File: src/hdl/eids_ram.sv
module eids_ram #(
    parameter int Width = 8,
    parameter int Depth = 16
) (
    input  logic                     i_clk,
    input  logic                     i_we,
    input  logic [$clog2(Depth)-1:0] i_waddr,
    input  logic [Width-1:0]         i_wdata,
    input  logic [$clog2(Depth)-1:0] i_raddr,
    output logic [Width-1:0]         o_rdata
);
    logic [Width-1:0] r_mem [Depth];
    logic [Width-1:0] r_rdata;

    always_ff @(posedge i_clk) begin
        if (i_we) begin
            r_mem[i_waddr] <= i_wdata;
        end
        r_rdata <= r_mem[i_raddr];
    end

    assign o_rdata = r_rdata;
endmodule

File: config.mk
export PLATFORM = sky130hd
export DESIGN_NAME = eids_ram
export DESIGN_NICKNAME = d
export VERILOG_FILES = /design/src/hdl/eids_ram.sv
export SDC_FILE = /design/constraint.sdc
export NUM_CORES = 1
export LEC_CHECK = 0
export BUFFER_PORTS_ARGS = -buffer_cell sky130_fd_sc_hd__buf_2
export CAP_MARGIN = 10
export CORE_UTILIZATION = 40
export CTS_BUF_LIST = sky130_fd_sc_hd__clkbuf_8
export CTS_CLUSTER_SIZE = 12
export DETAILED_ROUTE_END_ITERATION = 7
export SYNTH_ARGS = -nofsm -noshare
export SYNTH_HDL_FRONTEND = slang
export SYNTH_SLANG_ARGS = --single-unit
File: constraint.sdc
create_clock -name i_clk -period 1.8 [get_ports i_clk]
set_input_delay 0.18 -clock i_clk [delete_from_list [all_inputs] [get_ports i_clk]]
set_output_delay 0.18 -clock i_clk [all_outputs]
set_load 0.005 [all_outputs]
# ---- Word-level counts from Yosys, hierarchy flattened
# Memory sizes are Yosys's and may differ from the RTL's. A register that Yosys moved wholly into a read port is not among the register bits.
# Cells that the tools add are included.
dict set report totals {
  wordCells 3
  ram_bits 128
  output_inout_bits 8
  input_bits 18
  reg_bits 0
  n_memories 1
}
# name words word_bits rd rd_ports_with_merged_regs write_ports line
set memory_table {}
lappend memory_table {r_mem 16 8 1 1 1 12} ;# logic [Width-1:0] r_mem [Depth];
dict set report classes {
  mux 2
}
# cell n
set ops {}
lappend ops {{1-bit 2-to-1 mux} 2}

# ---- Depth between registers and ports, before layout
dict set report depth {
  ltp_word 2
  ltp_mapped 5
  depth_no_buf 3
}

# ---- Least setup slack after synthesis
# Ideal clock, no wire load.
dict set report synth_timing {
  path_kind {input -> register}
  start {in i_waddr[2]}
  end {mem r_mem[0][0], enable pin}
  setup_time_ns 0.383
  path_buffers 0
  path_stages 2
  arrival_ns 1.290
  required_time_ns 1.417
  setup_slack_ns 0.127
  cell_sequence {or3b_2 nor3_1}
}
# element line
set synth_rtl {}
lappend synth_rtl {{start: declaration} 7} ;# input logic [$clog2(Depth)-1:0] i_waddr,
lappend synth_rtl {{end: declaration} 12}
# Straight into the memory's write port.

==> parameters.txt <==
Parameter                              Value

Status
  Result of the run ... finished clean

Timing
  Final worst clock skew ... roughly 0.0089 ns
  Worst Max-Slew Pin Slew ... 0.420 ns
  Least setup slack across all paths after layout ... about 0.40 ns
  Setup total negative slack ... 0 ns
  Maximum achievable frequency ... just over 0.7 GHz
  Total of endpoints with negative setup slack in the final report ... 0
  Fin crit period ... between 1 and 1.5 ns
  Hold violation total from the final report ... 0
  Final max-slew violation count ... 0
  Unrepaired setup endpoints after global routing ... no
  Worst slew margin relative to its limit ... 72.0%
  Portion of the clock cycle consumed by the worst path in the final layout ... roughly 80%

Route
  Starting DRC count in detailed routing ... about 220
  Ratio of routed vias to standard cells ... around 5.2
  Avg WL per Cell ... roughly 21 microns
  Post-DRT Antenna Nets ... 0
  DRC violations left ... 0
  Total iterations of the first detailed-routing run ... 4
  Routed Wire Length ... 9.77 mm
  Number of vias after detailed routing ... about 2400

Power and ir drop
  Net Sw Power ... between 1 and 1.5 mW
  Worst IR drop on VDD ... ~450 uV
  Switching power as a share of total power ... a little under a quarter
  Power share of the combinational group ... around 5.3%
  Fraction of power consumed by sequential logic ... around 57%
  Relative contribution of the clock network to total power ... between 30% and 40%
  Pleak ... roughly 2.0 nW
  Design internal power ... approximately 4.8 mW
  PwrDens ... 1040 nW/um^2

Critical path
  Type of the worst setup path ... flip-flop to flip-flop
  Startpoint types ... flip-flop
  Maximum net fanout on the critical path ... 1
  Crit path capture type ... flip-flop
  Required time reported for the critical path endpoint ... between 2 and 2.5 ns
  CP cell instances ... mux4_1 > a22oi_1 > nand2_1
  Maximum single-stage delay on the critical path ... 0.52 ns
  Master of the slowest instance on the critical path ... sky130_fd_sc_hd__mux4_1
  Worst R2R Start ... r_mem[1][1]
  Critical Path Start ... r_mem[1][1]
  Data arrival time of the critical path ... around 1.7 ns

GRT
  GR Util All Layers ... ~16%
  Met2 Usage GRT ... a little over a quarter
  First-pass GRT wire length ... 14.8 mm
  Global-route track usage on met1 ... 21.3%
  Remaining Overflow, GRT ... 0
  Pin count of the biggest net entering global routing ... 33
  Via count of the first global-routing pass ... roughly 2500
  GR peak layer ... met2
  Met3 usage in global routing ... roughly 4.4%
  Antenna violations before repair ... 0

CTS
  Inserted Clock Buffers ... 17
  CTS tree ... done
  Master cell of the clock root buffer ... sky130_fd_sc_hd__clkbuf_8
  Insertion delay to the later sink of the worst-skew pair ... about 0.43 ns
  Buffer levels on the longest clock path ... 2
  CTS-repair resized insts ... 0
  Clock tree sinks ... roughly 140
  Clock slew at reported path FFs ... around 0.08 ns
  Level count of the clock H-tree ... 4
  Post-CTS setup repair buffer count ... 0
  CTS Hold Bufs ... 0

Floorplan
  Initial standard-cell utilization of the core ... between 40% and 50%
  Floorplan die height ... approximately 120 microns
  Row count ... slightly above 40
  Full die area ... 13300 sq um
  I/O pin count ... 26
  X dimension of the die ... between 100 and 150 microns
  Area inside the core boundary ... approximately 13000 sq um

Synth
  Post-synthesis cell type with the largest combined area ... sky130_fd_sc_hd__edfxtp_1
  Avg Inst Size Synth ... ~22 sq um
  Unique masters post-synth ... 19
  Sequential fraction of the synthesis area ... between 70% and 80%
  Cell with the most instances after synthesis ... sky130_fd_sc_hd__edfxtp_1
  Post-synthesis cell area ... 5150 sq um
  Post-synth ARST share ... 0%
  Top cell type's share of synthesized area ... between 70 and 80%
  Syn Nets ... around 250
  Largest cells by area after synthesis ... sky130_fd_sc_hd__edfxtp_1, sky130_fd_sc_hd__mux4_2, sky130_fd_sc_hd__mux4_1
  Number of instances in the synthesized netlist ... 229
  EDFF count, synth ... 128
  Number of warning messages in the yosys log ... 0
  Synthesis-stage register bit count ... between 100 and 150
  Top post-synthesis cells by count ... sky130_fd_sc_hd__edfxtp_1, sky130_fd_sc_hd__mux4_2, sky130_fd_sc_hd__a22oi_1
  Most used flip-flop cell after synthesis ... sky130_fd_sc_hd__edfxtp_1

Placement
  Post-place setup slack ... ~0.13 ns
  Number of input and output port buffers inserted ... 25
  Detailed placement HPWL ... 6.03 mm
  Placer congestion estimate ... roughly 0.72

Worst hold path
  Classification of the worst-slack hold path ... input pin to flip-flop
  Hold wc startpoint ... i_wdata[4]

Layout
  Number of diodes added for antenna fixing ... 0
  Final nets ... approximately 300
  Proportion of layout cells with a drive suffix above 1 ... 32.7%
  Fill count ... approximately 1100
  Synth-to-layout area growth ... 16.1%

Job
  Number of max-cap violations ... 0
cell type report:
class                   count  area [sq um]  area share [%]
flip-flops and latches    136          4000            67.0
well taps                 172           215            3.60
clock inverters            15           148            2.47
clock buffers              17           234            3.91
multi-input cells          83          1060            17.7
repair buffers             46           320            5.36
metal layers:
layer | wire [microns] | vias up
met4 | 75 | 0
met2 | 4880 | 59
li1 | - | 1086
met5 | 0 | -
met1 | 4410 | 1268
met3 | 403 | 6
power groups by stage:
stage | Sequential [mW] | Clock (mW) | Combinational [mW]
global placement | 3.63 | 0 | 0.329
floorplan | 3.62 | 0 | 0.180
CTS | 3.56 | 2.40 | 0.337
global route | 3.56 | 2.54 | 0.364
finish | 3.55 | 2.33 | 0.330
detailed placement | 3.63 | 0 | 0.336
state kept, by name, summed over array words and instances (netlist names):
| signal | flops |
|---|---|
| r_mem | 128 |
| o_rdata | 8 |
cells by family (layout without fill, tap and decap cells):
logic type,Yosys count,after routing,synth area share [%]
flip-flops,136,136,77.8
buffers and inverters,10,78,1.68
multiplexers,32,32,15.0
AO/OA/AOI/OAI,16,16,2.33
AND/OR/NAND/NOR,35,35,3.18
worst paths after layout:
path / to / slack, ns / cells after the start
hold / removal: r_mem[10][4] / 0.12 / 1
setup reg to reg: o_rdata[1] / 0.40 / 3
hold reg to reg: o_rdata[5] / 0.67 / 3
setup / recovery: o_rdata[1] / 0.40 / 3
worst max-delay path, delay by kind of cell, from the launching register on:
| kind | cells | cell delay (ns) |
|---|---|---|
| muxes | 1 | 0.52 |
| DFF | 1 | 0.35 |
| AOI/OAI and AO/OA | 1 | 0.34 |
| and+or+nand+nor | 1 | 0.08 |
stage by stage:
stage                     utilization, %  power (mW)  cell area [sq um]  instances  hold slack [ns]
after CTS                           47.6        6.29               5980        469           0.0963
after global placement              44.5        3.95               5600        437            0.567
final                               47.6        6.22               5980        469            0.124
after floorplan                        -        3.80               5150        229            0.279
after global routing                47.6        6.46               5980        469            0.104
after detailed placement            44.5        3.96               5600        437            0.559
placed cells by master, fill, tap and decap left out, drive strengths merged, types with 6 or more instances in the layout:
cell / instances
a22oi: 16
nor2: 13
edfxtp: 128
nand2: 9
clkinvlp: 6
buf: 46
mux4: 32
clkbuf: 17
dfxtp: 8
Power figures use the tool's default switching activity.
