`src/hdl/eids_pkg.sv`:
```
package eids_pkg;

    localparam int EntriesPerPage = 64;
    localparam int PageSlots      = 16;
    localparam int IdBits         = 5 + 64 + 64 + 32;
    localparam int TimeBits       = 48;

    typedef enum logic [0:0] {
        MODE_ADD    = 1'b0,
        MODE_LOOKUP = 1'b1
    } t_mode;

    typedef struct packed {
        logic [4:0]  len;
        logic [63:0] w0;
        logic [63:0] w1;
        logic [31:0] w2;
    } t_id;

    typedef struct packed {
        logic       hit;
        logic [1:0] kind;
    } t_match;

    // Compare a stored identifier against a key on length and leading bytes.
    function automatic logic id_match(t_id a, t_id b);
        logic [159:0] bits_a;
        logic [159:0] bits_b;
        logic         ok;
        bits_a = {a.w0, a.w1, a.w2};
        bits_b = {b.w0, b.w1, b.w2};
        ok = (a.len == b.len);
        for (int i = 0; i < 20; i++) begin
            if (i < int'(b.len) && bits_a[159 - 8*i -: 8] != bits_b[159 - 8*i -: 8]) begin
                ok = 1'b0;
            end
        end
        return ok;
    endfunction

endpackage

```
`src/hdl/eids_cell.sv`:
```
// One compare cell of the page scan. Each cell owns one page: it compares
// the entry read from its page against the key, and passes on the match at
// its i_prev input in preference to its own.
module eids_cell
    import eids_pkg::*;
(
    input  logic   i_clk,
    input  logic   i_rst_n,
    input  logic   i_clear,
    input  logic   i_live,
    input  t_id    i_key,
    input  t_id    i_entry,
    input  logic [1:0] i_kind,
    input  t_match i_prev,
    output t_match o_next
);
    t_match r_best;
    t_match n_best;

    always_comb begin
        n_best = r_best;
        if (i_clear) begin
            n_best = '0;
        end else if (!r_best.hit && i_live && id_match(i_entry, i_key)) begin
            n_best.hit  = 1'b1;
            n_best.kind = i_kind;
        end
    end

    always_ff @(posedge i_clk) begin
        if (!i_rst_n) begin
            r_best <= '0;
        end else begin
            r_best <= n_best;
        end
    end

    assign o_next = i_prev.hit ? i_prev : r_best;
endmodule

```
`config.mk`:
```
export PLATFORM = sky130hd
export DESIGN_NAME = eids_cell
export DESIGN_NICKNAME = d
export VERILOG_FILES = /design/src/hdl/eids_pkg.sv /design/src/hdl/eids_cell.sv
export SDC_FILE = /design/constraint.sdc
export NUM_CORES = 1
export LEC_CHECK = 0
export BUFFER_PORTS_ARGS = -buffer_cell sky130_fd_sc_hd__buf_2
export CAP_MARGIN = 20
export CELL_PAD_IN_SITES_DETAIL_PLACEMENT = 1
export CELL_PAD_IN_SITES_GLOBAL_PLACEMENT = 1
export CORE_AREA = 2 2 131 133
export DETAILED_ROUTE_END_ITERATION = 8
export DIE_AREA = 0 0 133 135
export PLACE_DENSITY_LB_ADDON = 0.1
export SLEW_MARGIN = 40
export SYNTH_ARGS = -nofsm -noshare
export SYNTH_HDL_FRONTEND = slang
export SYNTH_SLANG_ARGS = --single-unit
```
`constraint.sdc`:
```
create_clock -name i_clk -period 6.09 [get_ports i_clk]
set_input_delay 0.609 -clock i_clk [delete_from_list [all_inputs] [get_ports i_clk]]
set_output_delay 0.609 -clock i_clk [all_outputs]
set_load 0.02 [all_outputs]
```
-- Word level (Yosys, flattened, before mapping)
Index checks and enable logic that the tools add are counted.
- bits in registers: 3
- input port bits: 339
- output and inout port bits: 3
- word-level logic and storage cells: 90
- magnitude comparators: 20
- eq/ne operators: 21
- muxes and demuxes: 22
- bitwise operators: 1
- reductions and logical operators: 24
- operators with widths (cell ; number):
    8-bit != test ; 20
    4-bit by 5-bit less-than comparator with 1-bit output, first input constant ; 8
    1-bit logical AND ; 22
    1-bit two-way mux ; 21
    3-bit by 5-bit less-than comparator with 1-bit output, first input constant ; 4
    5-bit less-than comparator, first input constant ; 4
    1-bit by 5-bit less-than comparator with 1-bit output, first input constant ; 2
    2-bit by 5-bit less-than comparator with 1-bit output, first input constant ; 2
    5-bit equality test ; 1
    3-bit two-way mux ; 1
    2-bit OR reduction ; 1
    1-bit logical NOT ; 1
    1-bit inverter ; 1

-- Depth between registers and ports, before layout
Gate-level depths: netlist of run 1.
- word-level depth: 24
- gate-level depth with buffers: 8

-- Worst setup path after synthesis of run 1
No wires, ideal clock.
- kind: input to register
- from: in i_key[160] (netlist bit)
- to: reg r_best[0] (netlist bit)
- arrival time: 2.588 ns
- setup slack: 3.430 ns
- cell stages on the path: 8
- cells stage by stage: buf_6 xor2_1 nor4_2 nand4b_1 or4_1 or4_1 nor3_2 mux2i_1
- word-level cells in the longest chain between the ends: 24
- elaborated cells on any way between the ends: 63
- classes of those cells: 20 x order compare; 1 x eq/ne; 21 x mux; 21 x reduce/logical
- RTL lines (what ; line ; RTL):
    start, declared ; eids_cell.sv:11 ; input t_id i_key,
    1-bit by 5-bit less-than comparator with 1-bit output ; eids_pkg.sv:34 ; if (i < int'(b.len) && bits_a[159 - 8*i -: 8] != bits_b[159 - 8*i -: 8]) begin
    1-bit logical AND ; eids_pkg.sv:34 ;
    1-bit two-way mux (19 in series) ; eids_pkg.sv:34 ;
    1-bit two-way mux * ; eids_pkg.sv:34 ;
    1-bit two-way mux * ; eids_cell.sv:22 ; if (i_clear) begin
    1-bit logical AND * ; eids_cell.sv:24 ; end else if (!r_best.hit && i_live && id_match(i_entry, i_key)) begin
    end signal, assigned ; eids_cell.sv:34 ; r_best <= n_best;
    end, declared ; eids_cell.sv:17 ; t_match r_best;
Every way passes the cells marked *; elsewhere a longest branch is shown, timed or not. The select of a mux whose other input is x is not followed.
A chain may end at the register's enable or synchronous reset.

-- Final worst setup path of run 1
- from: in i_key[163] (netlist bit)
- to: reg r_best[1] (netlist bit)
Same word-level chain as after synthesis.

==> summary.json, run 1 <==
{
  "run_status": {
    "run_status": "completed"
  },
  "final_layout": {
    "antenna_cells_inserted": 0,
    "biggestRegsByFlops": "r_best x3",
    "layout.nets": 956,
    "largest_register_ffs": 3,
    "flow.area_growth_from_synthesis_pct": 93.6,
    "layout-drive-gt1-share_pct": 56.8,
    "reg_with_most_ffs": "r_best"
  },
  "power_and_ir_drop": {
    "powerDensity_mw_per_mm2": 86.0,
    "report.power.total_w": 0.000362,
    "cellLeakagePower_nw": 2.22,
    "comb_power_share_pct": 65.2,
    "sequentialPowerShare_pct": 5.5,
    "p_int_w": 0.000239,
    "pwr-share-clk_pct": 29.4,
    "switching_share_pct": 34.1,
    "worst_vdd_ir_v": 0.0000613,
    "net-switching-power_w": 0.000123
  },
  "floorplanning": {
    "die_h_um": 135,
    "ioPinCount": 342,
    "die-area_mm2": 0.0180,
    "placeableCoreArea_mm2": 0.0164,
    "die_width_um": 133,
    "start_util_pct": 13.3,
    "placementRows": 47
  },
  "setup_path": {
    "critPathCaptureType": "flip-flop",
    "cpPeakStageDelay_ns": 0.52,
    "cp.arrival_ns": 2.90,
    "worstPathBufferInverterCount": 1,
    "crit_family": "simple AND/OR/NAND/NOR gates",
    "cell_breakdown_of_the_critical_path": "buf_2, xor2_1, nor4_2, nand4b_1, or4_1, or4_1, nor3_2, mux2i_1",
    "path_max_fanout": 12,
    "worst_path_most_repeated_cell": "or4_1",
    "critical-path-slowest-cell": "or4_1",
    "kind_of_start_point_of_the_critical_path": "input port",
    "critical_path_class": "in2reg",
    "crit_required_ns": 6.24
  },
  "placement": {
    "globalplace.congestion": 0.810,
    "dp_hpwl_um": 11700,
    "port_buffers": 341
  },
  "sta": {
    "total_setup_violations_reported_at_the_end_of_the_flow": 0,
    "totalNegativeSetupSlack_ns": 0,
    "min_period_over_period_pct": 45.1,
    "rsz0062_at_grt": "false",
    "final-hold-violation-count": 0,
    "final_max_slew_viol_count": 0,
    "skew_ns": 0.000976,
    "worst_slew_pin_slew_ns": 0.576,
    "max_freq_mhz": 364,
    "maxSlewHeadroom_pct": 61.2,
    "final_period_minus_worst_setup_slack_ns": 2.75
  },
  "route": {
    "finalWirelength_um": 12400,
    "drt-vias-per-instance": 3.93,
    "ant_nets": 0,
    "detailroute.via_count": 3287,
    "drc_violation_count_after_routing": 0,
    "detail_route.first_pass.iterations": 4,
    "drt_iter0_drc": 31,
    "routed_wire_length_per_instance_um": 14.8
  },
  "logic_synthesis": {
    "synth_top_cells_by_count": "164 x xor2_1, 41 x nor4_1, 13 x nand2_1, 9 x a21oi_1, 5 x o21ai_0",
    "postSynthCellCount": 276,
    "netlist_area_mm2": 0.00217,
    "post_synth_cell_types": 35,
    "most_frequent_cell_after_synthesis": "xor2_1",
    "synth_area_leaders": "xor2_1 66%, nor4_1 12%, dfxtp_1 2.8%",
    "synth-seq-area-share_pct": 2.76,
    "post-synth-top-area-fraction_pct": 66.1,
    "syn_area_per_cell_um2": 7.88,
    "yosysWarnings": 0,
    "ys_dominant_reg_cell": "dfxtp_1",
    "synthDominantAreaCellType": "xor2_1",
    "synth_fp_nets": 615,
    "asyncSetResetFlopFracSynth_pct": 0,
    "synth_enable_flop_cells": 0,
    "yosys_register_bits": 3
  },
  "cts": {
    "tritoncts.num_buffers": 3,
    "clock_insertion_delay_worst_skew_ns": 0.23,
    "post_cts_resize_count": 0,
    "ctsLongestPathBuffers": 2,
    "htree_levels": 1,
    "clk_pin_slew_worst_paths_ns": 0.03,
    "post-cts-setup-buffers": 0,
    "tritoncts_clock_tree": "yes",
    "root_buffer_master": "clkbuf_16",
    "post_cts_hold_buffer_count": 0,
    "cts_num_sinks": 3
  },
  "global_route": {
    "grt_max_degree": 15,
    "track_usage_pct": 13.0,
    "total_grt_overflow": 0,
    "antenna_found_initial": 0,
    "first_pass_grt_wire_length_um": 18400,
    "grt_pass1_vias": 3726
  },
  "job": {
    "drv_cap": 0
  },
  "hold_path": {
    "hold_class": "reg2reg"
  }
}
-- layout make-up --
cell class	count	area, um2
timing repair buffer	341	1710
clock buffer	4	78.8
multi-input combinational	268	2090
tap	220	275
fill	2100	12200
sequential	3	60.1
-- layout by cell type (no fill, tap or decap), drive strengths merged, types with 2 or more instances in the layout --
master,netlist,layout
mux2i,2,2
or4,2,2
o21ai,5,5
nor2,3,3
nor3,2,2
nand2,13,13
xor2,164,164
nand4,4,4
a21oi,9,9
a21boi,2,2
nor4,42,42
dfxtp,3,3
clkbuf,4,4
buf,1,341
mux2,2,2
-- through the flow --
| step | cell area [um2] | utilization [%] | instances | hold WS (ns) | setup slack, ns |
|---|---|---|---|---|---|
| after CTS | 4210 | 25.7 | 836 | 0.495 | 3.26 |
| after detailed placement | 4130 | 25.2 | 832 | 0.484 | 3.02 |
| after global routing | 4210 | 25.7 | 836 | 0.507 | 3.18 |
| after floorplan | 2170 | - | 276 | 0.432 | 3.43 |
| final | 4210 | 25.7 | 836 | 0.482 | 3.34 |
| after global placement | 4130 | 25.2 | 832 | 0.464 | 3.13 |
-- worst reg2reg max path: cells and delay by family (launching register included) --
family	cells	cell delay, ns
multiplexers	1	0.23
AND/OR/NAND/NOR	4	1.48
flip-flops	1	0.32
-- worst paths after layout --
kind | start | end | slack (ns) | depth (start not counted)
max | i_key[163] | r_best[1]$_SDFFE_PP0P_ | 3.34 | 8
min | r_best[0]$_SDFFE_PP0P_ | r_best[0]$_SDFFE_PP0P_ | 0.48 | 2
max reg2reg | r_best[2]$_SDFFE_PP0P_ | r_best[1]$_SDFFE_PP0P_ | 3.99 | 5
min reg2reg | r_best[0]$_SDFFE_PP0P_ | r_best[0]$_SDFFE_PP0P_ | 0.48 | 2
-- cell families after synthesis --
logic type | Yosys count | share of synthesized area [%]
xor gates and xnor gates | 165 | 66.5
and+or+nand+nor | 70 | 18.9
AOI/OAI and AO/OA | 29 | 8.75
buffers and inverters | 5 | 1.21
muxes | 4 | 1.96
DFF | 3 | 2.76
-- power by group through the flow --
stage	clock, W	combinational (W)	sequential [W]
floorplan	0	0.0000921	0.0000201
detailed placement	0	0.000240	0.0000201
CTS	0.000108	0.000241	0.0000198
finish	0.000106	0.000236	0.0000198
global route	0.000112	0.000264	0.0000198
global placement	0	0.000234	0.0000201
-- layer usage --
layer	routed length [um]	track usage, %	part of all wire [%]	vias to the layer above
li1	-	-	-	1653
met1	4030	12.3	33	1437
met2	7110	28.0	57	186
met3	1100	2.85	8.8	11
met4	146	2.45	1.2	0
met5	0	0	0	-
Note: power is estimated with default switching activity, not from simulation.
==> run 2, diff against run 1 <==
--- a/config.mk
+++ b/config.mk
@@ -5,13 +5,14 @@
 export SDC_FILE = /design/constraint.sdc
 export NUM_CORES = 1
 export LEC_CHECK = 0
+export ABC_AREA = 1
 export BUFFER_PORTS_ARGS = -buffer_cell sky130_fd_sc_hd__buf_2
 export CAP_MARGIN = 20
 export CELL_PAD_IN_SITES_DETAIL_PLACEMENT = 1
 export CELL_PAD_IN_SITES_GLOBAL_PLACEMENT = 1
-export CORE_AREA = 2 2 131 133
+export CORE_MARGIN = 2
+export CORE_UTILIZATION = 17
 export DETAILED_ROUTE_END_ITERATION = 8
-export DIE_AREA = 0 0 133 135
 export PLACE_DENSITY_LB_ADDON = 0.1
 export SLEW_MARGIN = 40
 export SYNTH_ARGS = -nofsm -noshare
==> constraint.sdc (replaced) <==
create_clock -name i_clk -period 2.2 [get_ports i_clk]
set_input_delay 0.22 -clock i_clk [delete_from_list [all_inputs] [get_ports i_clk]]
set_output_delay 0.22 -clock i_clk [all_outputs]
set_load 0.02 [all_outputs]
==> run 2 against run 1 <==
Cell area is 15% higher. Largest cell class unchanged. Non-clock buffer count stayed put. Wire length is 6.8% higher. Clock skew is 0.0017 ns higher. Final cell count is 28% higher. Critical endpoint is now r_best[0]$_SDFFE_PP0P_. Highest routed layer unchanged. Clock power grew to 2.7 times the previous value. Worst hold slack worse by 0.19 ns.
==> summary.json, run 2 <==
{
  "run_status": {
    "run_status": "completed"
  },
  "setup_path": {
    "timing.reg2reg.setup_slack_ns": 0.84,
    "worst_path_most_repeated_cell": "nand2_1",
    "path_max_fanout": 8,
    "critical-path-slowest-cell": "buf_2",
    "cp.arrival_ns": 1.52,
    "cell_breakdown_of_the_critical_path": "buf_2, nor2_2, inv_2, o21ai_2, a21oi_1, nand2_1, nand2_1, nor2_1, nand2_1, nor2_4, nand3_1, nand2_1, nor2_1",
    "timing.rr.end": "r_best[0]$_SDFFE_PP0P_",
    "worstSetupStartpoint": "i_key[161]",
    "r2r.worst_path.cells": 12,
    "cpPeakStageDelay_ns": 0.17,
    "kind_of_start_point_of_the_critical_path": "input port",
    "critPathCaptureType": "flip-flop",
    "crit_required_ns": 2.31,
    "critical_path_class": "in2reg",
    "worst_setup_path_endpoint": "r_best[0]$_SDFFE_PP0P_",
    "rr_startpoint": "r_best[2]$_SDFFE_PP0P_"
  },
  "floorplanning": {
    "die_width_um": 132,
    "die_h_um": 132,
    "placeableCoreArea_mm2": 0.0159,
    "die-area_mm2": 0.0174,
    "placementRows": 46,
    "start_util_pct": 17.4,
    "ioPinCount": 342
  },
  "cts": {
    "post-cts-setup-buffers": 0,
    "post_cts_hold_buffer_count": 0,
    "htree_levels": 1,
    "tritoncts_clock_tree": "yes",
    "ctsLongestPathBuffers": 2,
    "post_cts_resize_count": 0,
    "root_buffer_master": "clkbuf_16",
    "cts_num_sinks": 3,
    "clock_insertion_delay_worst_skew_ns": 0.22,
    "tritoncts.num_buffers": 3,
    "clk_pin_slew_worst_paths_ns": 0.03
  },
  "power_and_ir_drop": {
    "cellLeakagePower_nw": 2.61,
    "worst_vdd_ir_v": 0.000154,
    "powerDensity_mw_per_mm2": 239
  },
  "hold_path": {
    "hold_class": "in2reg"
  },
  "sta": {
    "worst_slew_pin_slew_ns": 0.292,
    "final_period_minus_worst_setup_slack_ns": 1.41,
    "total_setup_violations_reported_at_the_end_of_the_flow": 0,
    "max_freq_mhz": 711,
    "maxSlewHeadroom_pct": 80.5,
    "skew_ns": 0.00270,
    "rsz0062_at_grt": "false",
    "final_max_slew_viol_count": 0,
    "min_period_over_period_pct": 64.0,
    "totalNegativeSetupSlack_ns": 0,
    "final-hold-violation-count": 0
  },
  "logic_synthesis": {
    "postSynthCellCount": 511,
    "synth-seq-area-share_pct": 2.16,
    "yosysWarnings": 0,
    "yosys_register_bits": 3,
    "ys_dominant_reg_cell": "dfxtp_1",
    "synthDominantAreaCellType": "xnor2_1",
    "synth_enable_flop_cells": 0,
    "asyncSetResetFlopFracSynth_pct": 0,
    "post_synth_cell_types": 24,
    "synth_top_cells_by_count": "206 x nand2_1, 138 x xnor2_1, 61 x nor2_1, 53 x inv_1",
    "post-synth-top-area-fraction_pct": 43.5,
    "synth_area_leaders": "xnor2_1 44%, nand2_1 28%, nor2_1 8.2%",
    "netlist_area_mm2": 0.00278,
    "most_frequent_cell_after_synthesis": "nand2_1",
    "syn_area_per_cell_um2": 5.44,
    "synth_fp_nets": 850
  },
  "placement": {
    "placed_cells": 1066,
    "port_buffers": 341,
    "globalplace.congestion": 0.834,
    "dp_hpwl_um": 12600
  },
  "final_layout": {
    "finish.cell_count_without_fillers": 1072,
    "flow.area_growth_from_synthesis_pct": 73.5,
    "biggestRegsByFlops": "r_best x3",
    "largest_register_ffs": 3,
    "final_cell_mix": "341 x buf_2, 206 x nand2_1, 138 x xnor2_1",
    "final_common_cell": "buf_2",
    "fill_cells": 2225,
    "reg_with_most_ffs": "r_best",
    "layout.nets": 1194,
    "layout-drive-gt1-share_pct": 42.7
  },
  "route": {
    "drc_violation_count_after_routing": 0,
    "drt-vias-per-instance": 3.90,
    "finalWirelength_um": 13200,
    "ant_nets": 0,
    "drt_iter0_drc": 42,
    "detail_route.first_pass.iterations": 4,
    "detailroute.via_count": 4182,
    "routed_wire_length_per_instance_um": 12.3
  },
  "global_route": {
    "grt_pass1_vias": 4543,
    "antenna_found_initial": 2,
    "track_usage_pct": 14.6,
    "grt_max_degree": 11,
    "total_grt_overflow": 0,
    "first_pass_grt_wire_length_um": 21300
  },
  "job": {
    "drv_cap": 0
  }
}
run 2: cell count changes after synthesis, moves of 6 or more:
| cell | previous run | this run |
|---|---|---|
| xnor2_1 | 1 | 138 |
| inv_2 | 0 | 6 |
| nor2_1 | 3 | 61 |
| nor4_1 | 41 | 0 |
| xor2_1 | 164 | 0 |
| nand2_1 | 13 | 206 |
| inv_1 | 0 | 53 |
| nand3_1 | 1 | 8 |
run 2: worst min path at each step:
stage,startpoint,endpoint,cells past startpoint
2_1_floorplan,i_clear,r_best[0]$_SDFFE_PP0P_,3
3_3_place_gp,r_best[2]$_SDFFE_PP0P_,r_best[2]$_SDFFE_PP0P_,2
3_5_place_dp,r_best[2]$_SDFFE_PP0P_,r_best[2]$_SDFFE_PP0P_,2
4_1_cts,i_clear,r_best[1]$_SDFFE_PP0P_,4
5_1_grt,i_clear,r_best[1]$_SDFFE_PP0P_,4
6_report,i_clear,r_best[1]$_SDFFE_PP0P_,4
run 2: metal layers:
metal / GRT usage (%) / routed length [um] / vias up
met4: 2.48 / 136 / 0
met3: 3.42 / 1030 / 10
met1: 15.1 / 4790 / 1795
met2: 29.9 / 7260 / 176
li1: - / - / 2201
met5: 0 / 0 / -
run 2: per-stage QoR:
stage	hold slack [ns]	util [%]	area [um2]	worst slack, ns	total power, W
6_report	0.293	30.2	4820	0.793	0.00115
5_1_grt	0.333	30.2	4820	0.600	0.00127
4_1_cts	0.304	30.2	4810	0.754	0.00118
3_5_place_dp	0.494	29.7	4740	0.526	0.000879
3_3_place_gp	0.494	29.7	4740	0.565	0.000860
2_1_floorplan	0.389	-	2780	0.862	0.000459
run 2: cell families (layout without fill, tap and decap cells):
family	Yosys count	count (layout)	share of synthesized area [%]
flops	3	3	2.16
buf+inv	61	404	8.65
simple gates	291	291	41.8
xor+xnor	138	138	43.5
other cells	0	2	0
compound gates	18	18	3.87
run 2: area by class of cell:
cell class | instances | area (um2) | area share [%]
diodes | 2 | 5.00 | 0.104
multi-input cells | 447 | 2480 | 51.4
clock buffers | 4 | 78.8 | 1.64
repair buffers | 341 | 1710 | 35.4
well taps | 216 | 270 | 5.61
flip-flops and latches | 3 | 60.1 | 1.25
inverters | 59 | 221 | 4.60
run 2: power breakdown:
part | internal [W] | switching, W | total (W)
Sequential | 0.0000548 | 0.00000000000000381 | 0.0000548
Combinational | 0.000460 | 0.000352 | 0.000811
Clock | 0.000239 | 0.0000483 | 0.000287
Total | 0.000753 | 0.000400 | 0.00115
run 2: critical path, delay by kind of cell:
family                 cells  cell delay (ns)
AOI/OAI and AO/OA          2             0.20
buffers and inverters      2             0.24
and+or+nand+nor            9             0.84
